===== src/rtl/drc_pkg.sv =====
// ----------------------------------------------------------------------------
// drc_pkg: deploy retry controller shared definitions
// Phase and outcome codes, opcode and register indexes, reset values and the
// on-time limiting function.
// ----------------------------------------------------------------------------
`default_nettype none

package drc_pkg;

   // run phase of the controller
   typedef enum logic [1:0] {
      PH_IDLE = 2'd0,
      PH_ON   = 2'd1,
      PH_GAP  = 2'd2,
      PH_END  = 2'd3
   } phase_type;

   // reported run outcome
   typedef enum logic [2:0] {
      OC_IDLE     = 3'd0,
      OC_RETRYING = 3'd1,
      OC_DEPLOYED = 3'd2,
      OC_FAILED   = 3'd3,
      OC_ABORTED  = 3'd4
   } outcome_type;

   // request opcodes
   localparam logic OP_STEP  = 1'b0;
   localparam logic OP_ABORT = 1'b1;

   // register indexes
   localparam int unsigned CSR_IDX_W = 3;
   localparam logic [CSR_IDX_W-1:0] CSR_MAX_TRIES   = 3'd0;
   localparam logic [CSR_IDX_W-1:0] CSR_BASE_ON     = 3'd1;
   localparam logic [CSR_IDX_W-1:0] CSR_ON_INCR     = 3'd2;
   localparam logic [CSR_IDX_W-1:0] CSR_ON_CEILING  = 3'd3;
   localparam logic [CSR_IDX_W-1:0] CSR_GAP_LEN     = 3'd4;
   localparam logic [CSR_IDX_W-1:0] CSR_POLARITY    = 3'd5;

   // register reset values
   localparam logic [7:0]  RST_MAX_TRIES  = 8'd10;
   localparam logic [31:0] RST_BASE_ON    = 32'd5000;
   localparam logic [31:0] RST_ON_INCR    = 32'd5000;
   localparam logic [31:0] RST_ON_CEILING = 32'd60000;
   localparam logic [31:0] RST_GAP_LEN    = 32'd5000;
   localparam logic        RST_POLARITY   = 1'b0;

   // saturate a raw on-time to 32 bits and apply the effective ceiling
   function automatic logic [31:0] on_limit(input logic [40:0] raw,
                                            input logic [31:0] base,
                                            input logic [31:0] ceiling);
      logic [31:0] sat;
      logic [31:0] lim;
      sat = (|raw[40:32]) ? 32'hFFFF_FFFF : raw[31:0];
      lim = (ceiling != 32'd0 && ceiling < base) ? base : ceiling;
      return (lim != 32'd0 && sat > lim) ? lim : sat;
   endfunction

endpackage

`default_nettype wire


===== src/rtl/deploy_retry_controller.sv =====
// ----------------------------------------------------------------------------
// deploy_retry_controller: heater-knife deployment retry controller
// Runs timed knife activations with growing on-time and observation gaps
// until the switch reports deployment, the run is aborted or tries run out.
// ----------------------------------------------------------------------------
//
//  channel | direction | handshake            | payload
//  --------+-----------+----------------------+---------------------------------
//  req     | in        | req_valid/req_ready  | opcode, time, init flag, sense
//  rsp     | out       | rsp_valid/rsp_ready  | knife, outcome, tries, flags, on
//  csr     | in        | csr_wr_en            | csr_index, csr_wdata
//
//  one beat per cycle sustained while rsp is not stalled: a request lands in the
//  input register and is then evaluated by one pass through the transition logic
//  (one 8x32 multiply for the attempt on-time) into the response register.
//  the controller state registers are the response register, so a stalled
//  response holds the input register and back-pressures req.
//  synchronous active-high reset returns the configuration, state and valid registers to their defaults.
//
`default_nettype none

module deploy_retry_controller (
   input  wire logic        clock,
   input  wire logic        reset,
   // request channel
   input  wire logic        req_valid,
   output logic             req_ready,
   input  wire logic        req_opcode,
   input  wire logic [31:0] req_time_now_ms,
   input  wire logic        req_in_init_mode,
   input  wire logic        req_sense_level,
   // response channel
   output logic             rsp_valid,
   input  wire logic        rsp_ready,
   output logic             rsp_knife_enable,
   output logic [2:0]       rsp_outcome,
   output logic [7:0]       rsp_tries_done,
   output logic             rsp_degraded_link,
   output logic             rsp_safe_mode_request,
   output logic [31:0]      rsp_active_on_ms,
   // register write port
   input  wire logic        csr_wr_en,
   input  wire logic [drc_pkg::CSR_IDX_W-1:0] csr_index,
   input  wire logic [31:0] csr_wdata
);

   // configuration registers
   logic [7:0]  max_tries_ff;
   logic [31:0] base_on_ff;
   logic [31:0] on_incr_ff;
   logic [31:0] on_ceiling_ff;
   logic [31:0] gap_len_ff;
   logic        polarity_ff;

   // input register
   logic        in_vld_ff;
   logic        in_op_ff;
   logic [31:0] in_now_ff;
   logic        in_init_ff;
   logic        in_sense_ff;

   // controller state, also the response register
   logic                 rsp_vld_ff;
   drc_pkg::phase_type   phase_ff,   phase_in;
   logic [31:0]          start_ff,   start_in;
   logic [7:0]           tries_ff,   tries_in;
   logic [31:0]          cur_on_ff,  cur_on_in;
   logic                 knife_ff,   knife_in;
   drc_pkg::outcome_type outcome_ff, outcome_in;
   logic                 degraded_ff, degraded_in;
   logic                 safe_ff,    safe_in;

   // datapath helpers
   logic        advance;
   logic        deployed;
   logic [31:0] elapsed;
   logic [7:0]  next_try;
   logic [7:0]  prior_tries;
   logic [39:0] incr_prod;
   logic [31:0] on_next;
   logic [31:0] on_second;
   logic        zero_all;

   // handshake: evaluate when the response register is free or draining
   assign advance   = in_vld_ff && (!rsp_vld_ff || rsp_ready);
   assign req_ready = !in_vld_ff || advance;

   // configuration writes
   always_ff @(posedge clock) begin
      if (reset) begin
         max_tries_ff  <= drc_pkg::RST_MAX_TRIES;
         base_on_ff    <= drc_pkg::RST_BASE_ON;
         on_incr_ff    <= drc_pkg::RST_ON_INCR;
         on_ceiling_ff <= drc_pkg::RST_ON_CEILING;
         gap_len_ff    <= drc_pkg::RST_GAP_LEN;
         polarity_ff   <= drc_pkg::RST_POLARITY;
      end else if (csr_wr_en) begin
         unique case (csr_index)
            drc_pkg::CSR_MAX_TRIES:  max_tries_ff  <= csr_wdata[7:0];
            drc_pkg::CSR_BASE_ON:    base_on_ff    <= csr_wdata;
            drc_pkg::CSR_ON_INCR:    on_incr_ff    <= csr_wdata;
            drc_pkg::CSR_ON_CEILING: on_ceiling_ff <= csr_wdata;
            drc_pkg::CSR_GAP_LEN:    gap_len_ff    <= csr_wdata;
            drc_pkg::CSR_POLARITY:   polarity_ff   <= csr_wdata[0];
            default: ;
         endcase
      end
   end

   // input register
   always_ff @(posedge clock) begin
      if (reset) begin
         in_vld_ff <= 1'b0;
      end else if (req_ready) begin
         in_vld_ff <= req_valid;
      end
   end

   always_ff @(posedge clock) begin
      if (req_valid && req_ready) begin
         in_op_ff    <= req_opcode;
         in_now_ff   <= req_time_now_ms;
         in_init_ff  <= req_in_init_mode;
         in_sense_ff <= req_sense_level;
      end
   end

   // on-time of the attempt that would start next, and of attempt two
   assign next_try    = 8'(tries_ff + 8'd1);
   assign prior_tries = (next_try == 8'd0) ? 8'd0 : tries_ff;
   assign incr_prod   = {32'd0, prior_tries} * {8'd0, on_incr_ff};
   assign on_next     = drc_pkg::on_limit({9'd0, base_on_ff} + {1'b0, incr_prod},
                                          base_on_ff, on_ceiling_ff);
   assign on_second   = drc_pkg::on_limit({9'd0, on_incr_ff}, base_on_ff,
                                          on_ceiling_ff);
   assign zero_all    = (base_on_ff == 32'd0) && (on_incr_ff == 32'd0);
   assign deployed    = (in_sense_ff == polarity_ff);
   assign elapsed     = in_now_ff - start_ff;

   // next state: all phase boundaries already passed within one beat
   always_comb begin : next_state
      logic        begin_run;
      logic        gap_run;
      logic [7:0]  gap_tries;
      logic [31:0] gap_next_on;

      phase_in    = phase_ff;
      start_in    = start_ff;
      tries_in    = tries_ff;
      cur_on_in   = cur_on_ff;
      knife_in    = knife_ff;
      outcome_in  = outcome_ff;
      degraded_in = degraded_ff;
      safe_in     = safe_ff;
      begin_run   = 1'b0;
      gap_run     = 1'b0;
      gap_tries   = tries_ff;
      gap_next_on = on_next;

      if (in_op_ff == drc_pkg::OP_ABORT) begin
         // abort keeps the phase start time
         if (phase_ff != drc_pkg::PH_END) begin
            knife_in    = 1'b0;
            outcome_in  = drc_pkg::OC_ABORTED;
            degraded_in = 1'b0;
            safe_in     = 1'b0;
            phase_in    = drc_pkg::PH_END;
         end
      end else begin
         // first boundary, using the real elapsed time
         unique case (phase_ff)
            drc_pkg::PH_IDLE: begin
               begin_run = in_init_ff;
            end
            drc_pkg::PH_ON: begin
               if (!in_init_ff) begin
                  knife_in    = 1'b0;
                  outcome_in  = drc_pkg::OC_ABORTED;
                  degraded_in = 1'b0;
                  safe_in     = 1'b0;
                  phase_in    = drc_pkg::PH_END;
                  start_in    = in_now_ff;
               end else if (deployed) begin
                  knife_in    = 1'b0;
                  outcome_in  = drc_pkg::OC_DEPLOYED;
                  degraded_in = 1'b0;
                  safe_in     = 1'b1;
                  phase_in    = drc_pkg::PH_END;
                  start_in    = in_now_ff;
               end else if (elapsed >= cur_on_ff) begin
                  knife_in    = 1'b0;
                  phase_in    = drc_pkg::PH_GAP;
                  start_in    = in_now_ff;
                  gap_run     = 1'b1;
                  gap_tries   = tries_ff;
                  gap_next_on = on_next;
               end
            end
            drc_pkg::PH_GAP: begin
               if (deployed) begin
                  knife_in    = 1'b0;
                  outcome_in  = drc_pkg::OC_DEPLOYED;
                  degraded_in = 1'b0;
                  safe_in     = 1'b1;
                  phase_in    = drc_pkg::PH_END;
                  start_in    = in_now_ff;
               end else if (elapsed >= gap_len_ff) begin
                  if (!in_init_ff) begin
                     knife_in    = 1'b0;
                     outcome_in  = drc_pkg::OC_ABORTED;
                     degraded_in = 1'b0;
                     safe_in     = 1'b0;
                     phase_in    = drc_pkg::PH_END;
                     start_in    = in_now_ff;
                  end else if (tries_ff >= max_tries_ff) begin
                     knife_in    = 1'b0;
                     outcome_in  = drc_pkg::OC_FAILED;
                     degraded_in = 1'b1;
                     safe_in     = 1'b1;
                     phase_in    = drc_pkg::PH_END;
                     start_in    = in_now_ff;
                  end else begin
                     begin_run = 1'b1;
                  end
               end
            end
            drc_pkg::PH_END: ;
            default: ;
         endcase

         // new attempt started at this beat's time
         if (begin_run) begin
            tries_in   = next_try;
            cur_on_in  = on_next;
            outcome_in = drc_pkg::OC_RETRYING;
            start_in   = in_now_ff;
            if (deployed) begin
               knife_in    = 1'b0;
               outcome_in  = drc_pkg::OC_DEPLOYED;
               degraded_in = 1'b0;
               safe_in     = 1'b1;
               phase_in    = drc_pkg::PH_END;
            end else if (on_next != 32'd0) begin
               knife_in = 1'b1;
               phase_in = drc_pkg::PH_ON;
            end else begin
               // zero on-time: straight into the gap
               knife_in    = 1'b0;
               phase_in    = drc_pkg::PH_GAP;
               gap_run     = 1'b1;
               gap_tries   = next_try;
               gap_next_on = zero_all ? 32'd0 : on_second;
            end
         end

         // gap entered at this beat's time and already over
         if (gap_run && gap_len_ff == 32'd0) begin
            if (gap_tries >= max_tries_ff) begin
               knife_in    = 1'b0;
               outcome_in  = drc_pkg::OC_FAILED;
               degraded_in = 1'b1;
               safe_in     = 1'b1;
               phase_in    = drc_pkg::PH_END;
               start_in    = in_now_ff;
            end else if (gap_next_on != 32'd0) begin
               tries_in   = 8'(gap_tries + 8'd1);
               cur_on_in  = gap_next_on;
               knife_in   = 1'b1;
               outcome_in = drc_pkg::OC_RETRYING;
               phase_in   = drc_pkg::PH_ON;
               start_in   = in_now_ff;
            end else begin
               // every on-time is zero: attempts run out within this beat
               tries_in    = max_tries_ff;
               cur_on_in   = 32'd0;
               knife_in    = 1'b0;
               outcome_in  = drc_pkg::OC_FAILED;
               degraded_in = 1'b1;
               safe_in     = 1'b1;
               phase_in    = drc_pkg::PH_END;
               start_in    = in_now_ff;
            end
         end
      end
   end

   // state and response register
   always_ff @(posedge clock) begin
      if (reset) begin
         rsp_vld_ff  <= 1'b0;
         phase_ff    <= drc_pkg::PH_IDLE;
         start_ff    <= 32'd0;
         tries_ff    <= 8'd0;
         cur_on_ff   <= 32'd0;
         knife_ff    <= 1'b0;
         outcome_ff  <= drc_pkg::OC_IDLE;
         degraded_ff <= 1'b0;
         safe_ff     <= 1'b0;
      end else begin
         if (advance) begin
            rsp_vld_ff  <= 1'b1;
            phase_ff    <= phase_in;
            start_ff    <= start_in;
            tries_ff    <= tries_in;
            cur_on_ff   <= cur_on_in;
            knife_ff    <= knife_in;
            outcome_ff  <= outcome_in;
            degraded_ff <= degraded_in;
            safe_ff     <= safe_in;
         end else if (rsp_ready) begin
            rsp_vld_ff <= 1'b0;
         end
      end
   end

   // response outputs
   assign rsp_valid             = rsp_vld_ff;
   assign rsp_knife_enable      = knife_ff;
   assign rsp_outcome           = outcome_ff;
   assign rsp_tries_done        = tries_ff;
   assign rsp_degraded_link     = degraded_ff;
   assign rsp_safe_mode_request = safe_ff;
   assign rsp_active_on_ms      = cur_on_ff;

endmodule

`default_nettype wire


===== config.mk =====
export PLATFORM = sky130hd
export DESIGN_NAME = deploy_retry_controller
export DESIGN_NICKNAME = d
export VERILOG_FILES = /design/src/rtl/drc_pkg.sv /design/src/rtl/deploy_retry_controller.sv
export SDC_FILE = /design/constraint.sdc
export NUM_CORES = 2
export LEC_CHECK = 0
export BUFFER_PORTS_ARGS = -buffer_cell sky130_fd_sc_hd__buf_4
export CAP_MARGIN = 40
export CORE_MARGIN = 2
export CORE_UTILIZATION = 44
export CTS_BUF_LIST = sky130_fd_sc_hd__clkbuf_8
export DETAILED_ROUTE_END_ITERATION = 10
export PLACE_DENSITY = 0.6
export SLEW_MARGIN = 20
export SYNTH_ARGS = -nofsm -noshare
export SYNTH_HDL_FRONTEND = slang
export SYNTH_SLANG_ARGS = --single-unit

===== constraint.sdc =====
create_clock -name clock -period 15.8 [get_ports clock]
set_input_delay 0 -clock clock [delete_from_list [all_inputs] [get_ports clock]]
set_output_delay 0 -clock clock [all_outputs]
set_load 0.005 [all_outputs]

==> metrics.md <==
| Metric | Value |
|---|---|
| Register area share after synthesis | 0.200 |
| Asr flop ratio synth | 0 |
| Routed vias/inst | 5.74 |
| Worst EP required | 16.34 ns |
| Crit share post-route | 0.913 |
| CTS Buf Count | 44 |
| Post-synthesis compound-gate area fraction | 0.163 |
| Core area | 0.0614 sq mm |
| Cell Rows | 91 |
| Worst reg2reg path depth | 59 |
| Cells after Synth | 3412 |
| Horiz. Die Dim | 252 um |
| Hold path depth | 2 |
| Post-synthesis mux area share | 0.0221 |
| Simple-Gate Fraction of Synth Area | 0.225 |
| Slew headroom | 0.370 |
| Worst path max stage delay | 0.54 ns |
| Post-synth cell types | 88 |
| Pre-antenna DRT Iters | 5 |
| Endpoints failing setup | 0 |
| WS Path Type | reg -> reg |
| Area leader, netlist | dfxtp_1 |
| Placed instance area | 0.0288 sq mm |
| Gr usage total | 0.294 |
| Final Hold Viols | 0 |
| Post-detailed-route count of antenna-violating nets | 0 |
| Clock power share | 0.315 |
| Fmax | 69.4 MHz |
| Pwr dens | 65.7 mW/mm^2 |
| Largest net degree at the start of global routing | 97 |
| Synth top area share | 0.161 |
| HPWL Detailed | 74.4 mm |
| Post-CTS Setup Bufs | 0 |
| Final Max Slew Viols | 0 |
| EDFF count, synth | 35 |
| Skew-Pair Late Insertion Delay | 0.64 ns |
| DR vias | 24900 |
| Residual DRC count | 0 |
| Clock root cell | clkbuf_8 |
| Detailed router's first-iteration violation count | 2488 |
| Setup_tns | 0 ns |
| Psw | 0.749 mW |
| Clock slew at reported path FFs | 0.06 ns |
| Largest family of logic cells by synthesized area | adder cells |
| Startpoint Class | flop |
| Final wirelength | 94.7 mm |
| Area Growth Syn to Fin | 12.7% |
| Final min period | 14.42 ns |
| Slowest-stage cell, CP | fa_1 |
| Pleak | 13.6 nW |
| Synthesized area per cell | 7.96 sq um |
| Initial core utilization | 0.443 |
| Post-synthesis xor/xnor area fraction | 0.0232 |
| Die area | 0.0637 sq mm |
| Sink Count | 254 |
| Most common cell after layout, fill and taps aside | nand2_1 |
| Syn_nets | 3976 |
| Crit Path Max Fanout | 33 |
| Ys Warns | 0 |
| Synth Area in Adders | 0.284 |
| Design area | 0.0306 sq mm |
| Reg power frac | 0.349 |
| GPL Wtd Cong | 1.01 |
| CP arrival | 14.96 ns |
| Worst Tran Pin Value | 0.935 ns |
| Yosys reg bits | 254 |
| Post-layout util | 0.499 |
| Status | finished, final reports clean |
| Crit end category | flop |
| Nets@finish | 4088 |
| Largest cells by area after synthesis | dfxtp_1 16%, fa_1 16%, ha_1 13% |
| Initial antenna violation count | 1 |
| Htree depth | 2 |
| Chip height | 252 um |
| Max VDD drop | 0.0000668 V |
| Clock Path Buffers | 3 |
| I/O Pins | 123 |
| RSZ-0062 raised after global routing | false |
| Mapped cell area | 0.0272 sq mm |
| Max-cap violations | 0 |
| Grt ovf | 0 |
| Max Clock Skew | 0.0561 ns |
| Int Pwr | 1.26 mW |
| Port bufs | 122 |
| Switching share of power | 0.372 |
| CTS tree | yes |
| Routed WL per cell | 21.8 um |
| Vias in the first global route | 23600 |
| Fraction of layout instances using a drive strength above 1 | 0.0826 |
| Comb power frac | 0.336 |
| Fill cell count | 6027 |
| Most frequent cells in the layout | 469 x nand2_1, 408 x inv_1, 295 x a21oi_1 |
| Hold/Removal Path Class | in -> reg |
| First-pass GRT wire length | 143 mm |
| Synth Flop Type | dfxtp_1 |
==> worst paths after layout <==
kind | slack [ns] | start | to
setup / recovery | 1.38 | rsp_tries_done[2]$_SDFFE_PP0P_ | rsp_active_on_ms[30]$_SDFFE_PP0P_
hold / removal | 0.08 | req_in_init_mode | in_init_ff$_DFFE_PP_
setup reg to reg | 1.38 | rsp_tries_done[2]$_SDFFE_PP0P_ | rsp_active_on_ms[30]$_SDFFE_PP0P_
hold reg to reg | 0.45 | base_on_ff[28]$_SDFFE_PP0P_ | base_on_ff[28]$_SDFFE_PP0P_
==> critical path: cells and delay by family, from the launching register on <==
kind            cells  cell delay (ns)
simple gates       25             4.69
compound gates     18             4.12
fa+ha+maj           7             3.06
buf+inv             8             1.44
flops               1             0.53
mux                 1             0.40
==> layout make-up <==
cell class              count  area, sq um  area share
diodes                      1         2.50   0.0000817
clock buffers              54          743      0.0243
clock inverters            26          178     0.00580
inverters                 400         1500      0.0490
multi-input cells        2575        19600       0.639
flip-flops and latches    254         5440       0.177
well taps                 790          988      0.0323
repair buffers            249         2200      0.0719
==> synth_stat cells (all sizes together) (8+ instances only) <==
cell	number
o211ai	43
and2	188
a31o	9
buf	30
a211o	11
nand2	470
nor2	217
xnor2	48
o31ai	25
a21o	56
nor2b	37
mux2	8
nor4	33
nand3	70
or3	11
o21a	19
a21oi	296
xor2	24
a211oi	41
ha	276
a31oi	12
nand4	58
clkbuf	153
a22oi	9
nor3	60
fa	213
inv	398
nand2b	39
mux2i	51
and3	22
o21ai	96
and4	8
o21bai	16
dfxtp	219
nand3b	11
edfxtp	35
==> stage by stage <==
| stage | cells | power [mW] | hold slack (ns) | worst slack, ns |
|---|---|---|---|---|
| finish | 4349 | 2.01 | 0.0803 | 1.38 |
| floorplan | 3412 | 1.13 | 0.0989 | 2.40 |
| global placement | 4176 | 1.35 | 0.178 | 1.22 |
| CTS | 4342 | 2.01 | 0.0411 | 0.905 |
| global route | 4349 | 2.11 | 0.0546 | 0.0441 |
| detailed placement | 4183 | 1.35 | 0.179 | 0.903 |
==> registers in the layout, summed over array words and instances (netlist names), 2 cells and up <==
register	flops
in_now_ff	32
phase_ff	2
start_ff	32
max_tries_ff	8
on_ceiling_ff	32
gap_len_ff	32
rsp_outcome	3
rsp_active_on_ms	32
base_on_ff	32
rsp_tries_done	8
on_incr_ff	32
==> per-layer routing <==
layer,vias up,track usage,share of wire
met5,-,0,0
li1,11800,-,-
met3,201,0.0493,0.081
met4,0,0.126,0.046
met2,1021,0.446,0.43
met1,12000,0.413,0.44
==> power by group through the flow <==
stage | registers, mW | clock network (mW) | logic [mW]
after global placement | 0.717 | 0 | 0.634
after detailed placement | 0.717 | 0 | 0.636
after CTS | 0.703 | 0.649 | 0.654
final | 0.703 | 0.633 | 0.676
after floorplan | 0.701 | 0 | 0.432
after global routing | 0.704 | 0.674 | 0.734
==> logic make-up (layout without fill, tap and decap cells) <==
logic type      after synthesis  count (layout)
other cells                   0               1
flops                       254             254
xor+xnor                     72              72
fa+ha+maj                   489             489
buf+inv                     583             729
compound gates              701             701
mux                          59              59
simple gates               1254            1254
==> what timing repair did <==
| item | 4_1_cts | 5_1_grt |
|---|---|---|
| endpoints found under the setup margin | 0 | 23 |
| gates resized for setup | 0 | 3 |
| endpoints found under the hold margin | 225 | 0 |
| hold buffers | 79 | 0 |
Power figures use the tool's default switching activity.
